**config.mk**
```make
export PLATFORM = sky130hd
export DESIGN_NAME = lzw_ram
export DESIGN_NICKNAME = d
export VERILOG_FILES = /design/src/rtl/lzw_byte_compressor_assert.svh /design/src/rtl/lzw_ram.sv
export SDC_FILE = /design/constraint.sdc
export NUM_CORES = 2
export LEC_CHECK = 0
export ABC_CLOCK_PERIOD_IN_PS = 2800
export BUFFER_PORTS_ARGS = -buffer_cell sky130_fd_sc_hd__buf_2
export CAP_MARGIN = 25
export CORE_MARGIN = 10
export CORE_UTILIZATION = 45
export CTS_CLUSTER_SIZE = 20
export DETAILED_ROUTE_END_ITERATION = 12
export GPL_ROUTABILITY_DRIVEN = 0
export PLACE_DENSITY = 0.66
export SETUP_SLACK_MARGIN = 0.15
export SYNTH_ARGS = -nofsm -noshare
export SYNTH_HDL_FRONTEND = slang
export SYNTH_SLANG_ARGS = --single-unit
```
**constraint.sdc**
```tcl
create_clock -name clock -period 2.8 [get_ports clock]
set_clock_uncertainty 0.05 [all_clocks]
set_input_delay 0.42 -clock clock [delete_from_list [all_inputs] [get_ports clock]]
set_output_delay 0.42 -clock clock [all_outputs]
set_load 0.1 [all_outputs]
```
**src/rtl/lzw_byte_compressor_assert.svh**
```systemverilog
// Assertion macros shared by the LZW compressor RTL.
`ifndef LZW_BYTE_COMPRESSOR_ASSERT_SVH
`define LZW_BYTE_COMPRESSOR_ASSERT_SVH

`ifndef SYNTH
// Same-cycle implication, checked at every rising clock edge outside reset.
`define LZW_ASSERT_NOW(label, clk, rst, ante, cons) \
   label: assert property (@(posedge clk) disable iff (rst) (ante) |-> (cons)) \
      else $error("lzw assertion failed");
// Next-cycle implication, checked at every rising clock edge outside reset.
`define LZW_ASSERT_NEXT(label, clk, rst, ante, cons) \
   label: assert property (@(posedge clk) disable iff (rst) (ante) |=> (cons)) \
      else $error("lzw assertion failed");
`else
`define LZW_ASSERT_NOW(label, clk, rst, ante, cons)
`define LZW_ASSERT_NEXT(label, clk, rst, ante, cons)
`endif

`endif

```
**src/rtl/lzw_ram.sv**
```systemverilog
// Generic single-write, single-read RAM with registered read data.
module lzw_ram #(
   parameter int WIDTH = 8,
   parameter int DEPTH = 256
) (
   input  logic                     clock,
   input  logic                     wr_en,
   input  logic [$clog2(DEPTH)-1:0] wr_addr,
   input  logic [WIDTH-1:0]         wr_data,
   input  logic [$clog2(DEPTH)-1:0] rd_addr,
   output logic [WIDTH-1:0]         rd_data
);

   logic [WIDTH-1:0] mem_ff [DEPTH];

   // Write port
   always_ff @(posedge clock) begin
      if (wr_en) begin
         mem_ff[wr_addr] <= wr_data;
      end
   end

   // Registered read port
   always_ff @(posedge clock) begin
      rd_data <= mem_ff[rd_addr];
   end

endmodule
```
# Word-level counts from Yosys, hierarchy flattened
# Memory sizes are Yosys's and may differ from the RTL's. A register that Yosys moved wholly into a read port is not among the register bits.
# Index checks and enable logic that the tools add are counted.
# Widths: inputs -> output; s select.
[op_classes]
mux = 2
[ops]
columns = ["operator", "n"]
rows = [
  ["$mux 1", 2],
]
[word_totals]
ram_bits = 2048
n_memories = 1
in_bits = 26
ff_bits = 0
word_cells = 3
[memory_table]
columns = ["memory", "depth", "word_bits", "rd", "rd_clocked_by_memory_dff", "write_ports", "line_no", "text"]
rows = [
  ["mem_ff", 256, 8, 1, 1, 1, "lzw_ram.sv:14", "logic [WIDTH-1:0] mem_ff [DEPTH];"],
]

# Depth between registers and ports, before layout
[depth]
word_depth = 2
mapped_depth = 11
mapped_depth_nobuf = 6

# Worst setup path before layout
# Ideal clock, no wire load.
[synth_path]
path_type = "input-to-reg"
start = "input rd_addr[0]"
end = "register rd_data[2], read port of mem_ff"
setup_slack_ps = 392
n_path_buf = 4
path_stages = 9
required_ps = 2619
setup_ps = 131
arrival_time_ps = 2227
path_cell_list = "buf_6 -> buf_12 -> buf_8 -> buf_2 -> mux4_2 -> a22oi_1 -> a21oi_1 -> nor4_1 -> nor4_2"
[synth_rtl]
columns = ["item", "line_no", "text"]
rows = [
  ["from (decl)", "lzw_ram.sv:10", "input logic [$clog2(DEPTH)-1:0] rd_addr,"],
  ["to (decl)", "lzw_ram.sv:11", "output logic [WIDTH-1:0] rd_data"],
]

==> reports/metrics.cfg <==
[routing]
drcViolationCount=0
first_pass_iters=5
drt_iter0_markers=5228
drt_wl_total_mm=200
detail_route.wl_per_cell_um=28.9
via_count=41013
ant_nets=0
via_per_inst=5.93

[timing]
layout_worst_path_cycle_share_pct=92.4
fin_crit_ns=2.59
report.final.slew_viol_count=0
hold-worst-slack_ns=0.0387
rsz0062_at_grt=false
tightest_slew_ns=1.02
setup_viol=0
fin_tns_setup_ns=0
finalHoldViolCount=0
clock.fmax_mhz=386
relSlewSlack_pct=31.4

[global_route]
grt_overflow=0
grt_pass1_wl_mm=293
grt_antenna_before_repair=13
grt_max_degree=89
first_global_vias=41398
grt_use_total_pct=20.6

[logic_synthesis]
synth_most_common_cell=edfxtp_1
synth-seq-cells=2056
synth_cell_types=55
synthTopCellsByArea=edfxtp_1 77%, mux4_2 13%, mux2i_1 1.7%, nor2_1 1.3%, a22oi_1 1.3%
async_reset_ff_share_pct=0
syn_area_um2=79600
yosys.area.top_type_share_pct=77.3
ys_seq_area_share_pct=77.5
syn_nets=3759
synth_common_cells=2048 x edfxtp_1, 454 x mux4_2, 282 x nor2_1
synthFlopType=edfxtp_1
syn_avg_cell_area_um2=21.3
yosys_warnings=0
synth_area_leader_cell=edfxtp_1
synth_edf_count=2048
synthCells=3733

[worst_hold_path]
worstHoldPathType=input pin to register

[cells_and_area]
fin_util_pct=53.4
seq_area_um2=61700
nNetsFinal=4437
area_delta_synth_final_pct=18.0
drive_above_1_share_pct=31.9
n_fill_cell=13348
multiInputGateArea_um2=16500
instances_no_fill=6919

[clocking]
cts_tree=built
clk_latency_ns=0.85
clk_pin_slew_ns=0.06
cts_buffer_depth=3
cts_made_buffers=200
clk_root_buffer_cell=clkbuf_16
clock-sinks=2056
h-tree-depth=4

[critical_path]
crit_path_max_incr_delay_ns=0.90
start_kind=register
cp_max_fo=1
critical_path_class=register to register
endpoint_kind=register
worstPathCellList=mux4_2 > a22oi_1 > a21oi_1 > nor4_1 > nor4_2
worst_ep_arrival_time_ns=3.23
cpMaxStageDelayCell=nor4_1
cp.required_ns=3.44

[power]
p_leak_nw=30.3
vdd_drop_max_uv=542
p_per_area_nw_per_um2=685
p_total_mw=64.3

[outcome]
status=finished, final reports clean

[die]
fp-row-count=154
core-area_um2=176000
boundaryPins=34
fp.dieArea_um2=194000
die_w_um=440
initial_core_util_pct=45.2
die_h_um=440

[placed_design]
dpl.hpwl_mm=132
portBuffers=33
dp_cells=6546

[run]
max-cap-violations=0

## metrics by stage
stage | instance area [um^2] | setup slack (ns)
6_report | 93900 | 0.212
2_1_floorplan | 79600 | 0.392
4_1_cts | 93900 | 0.172
3_3_place_gp | 87400 | -0.805
3_5_place_dp | 87400 | -0.726
5_1_grt | 93900 | 0.205
## what timing repair did
item | in CTS | in global routing
endpoints found under the setup margin | 1 | 0
hold endpoints to repair | 101 | 0
hold buffers | 3 | 0
gates resized for setup | 1 | 0
buffers inserted | 0 | 0
## cell type report
type	instances	share of cell area, %
flip-flops and latches	2056	65.7
clock buffers	254	5.64
multi-input cells	1442	17.6
diodes	2	0.00533
clock inverters	114	1.24
inverters	2	0.00799
repair buffers	709	6.74
well taps	2340	3.12
## kinds of logic (layout without fill, tap and decap cells)
kind of cell           after synthesis  after routing  synth area share (%)
flip-flops                        2056           2056                  77.5
multiplexers                       591            591                  14.6
AND/OR/NAND/NOR                    466            466                  2.63
AO/OA/AOI/OAI                      385            385                  3.42
buffers and inverters              235           1079                  1.83
other                                0              2                     0
## report_power, final
part | internal [mW] | switching [mW]
Sequential | 33.9 | 0.0808
Clock | 15.2 | 11.4
Combinational | 1.43 | 2.26
Total | 50.6 | 13.7
## critical path: cells and delay by family, from the launching register on
kind            cells  cell delay [ns]
compound gates      2             0.51
flops               1             0.36
mux                 1             0.52
simple gates        2             0.98
## worst paths after layout
check / start / to / slack (ns) / depth (start not counted)
setup / recovery: mem_ff[211][2]$_DFFE_PP_ / rd_data[2]$_DFF_P_ / 0.21 / 5
hold / removal: wr_data[5] / mem_ff[72][5]$_DFFE_PP_ / 0.04 / 1
setup reg to reg: mem_ff[211][2]$_DFFE_PP_ / rd_data[2]$_DFF_P_ / 0.21 / 5
hold reg to reg: mem_ff[144][6]$_DFFE_PP_ / rd_data[6]$_DFF_P_ / 1.06 / 5
## state kept, by name (all words and copies together), names as in the netlist
name / flops
rd_data: 8
mem_ff: 2048
## routing by layer
layer  vias to the layer above  track usage (%)  share of wire, %  routed length, um
met4                         4             6.67               3.3               6590
met5                         -                0             0.013                 27
met3                       323             4.25               9.0              18000
met1                     21733             28.9                39              79100
li1                      17047                -                 -                  -
met2                      1906             32.5                48              96600
## cells in the final DEF (no fill, tap or decap), types with 15 or more instances in the layout
cell type	count
a22oi_1	133
buf_4	595
buf_12	79
buf_2	22
o22ai_1	28
clkbuf_16	202
nand3_1	31
nor2_1	279
clkbuf_1	47
mux4_2	454
a21oi_1	96
a211oi_1	15
clkinv_2	30
nor3_1	22
edfxtp_1	2048
nor4_1	23
nand2_1	33
nor2b_1	28
bufinv_16	20
o221ai_1	46
mux2i_1	134
clkinv_1	46
No activity file was read; power rests on OpenSTA's default activity.
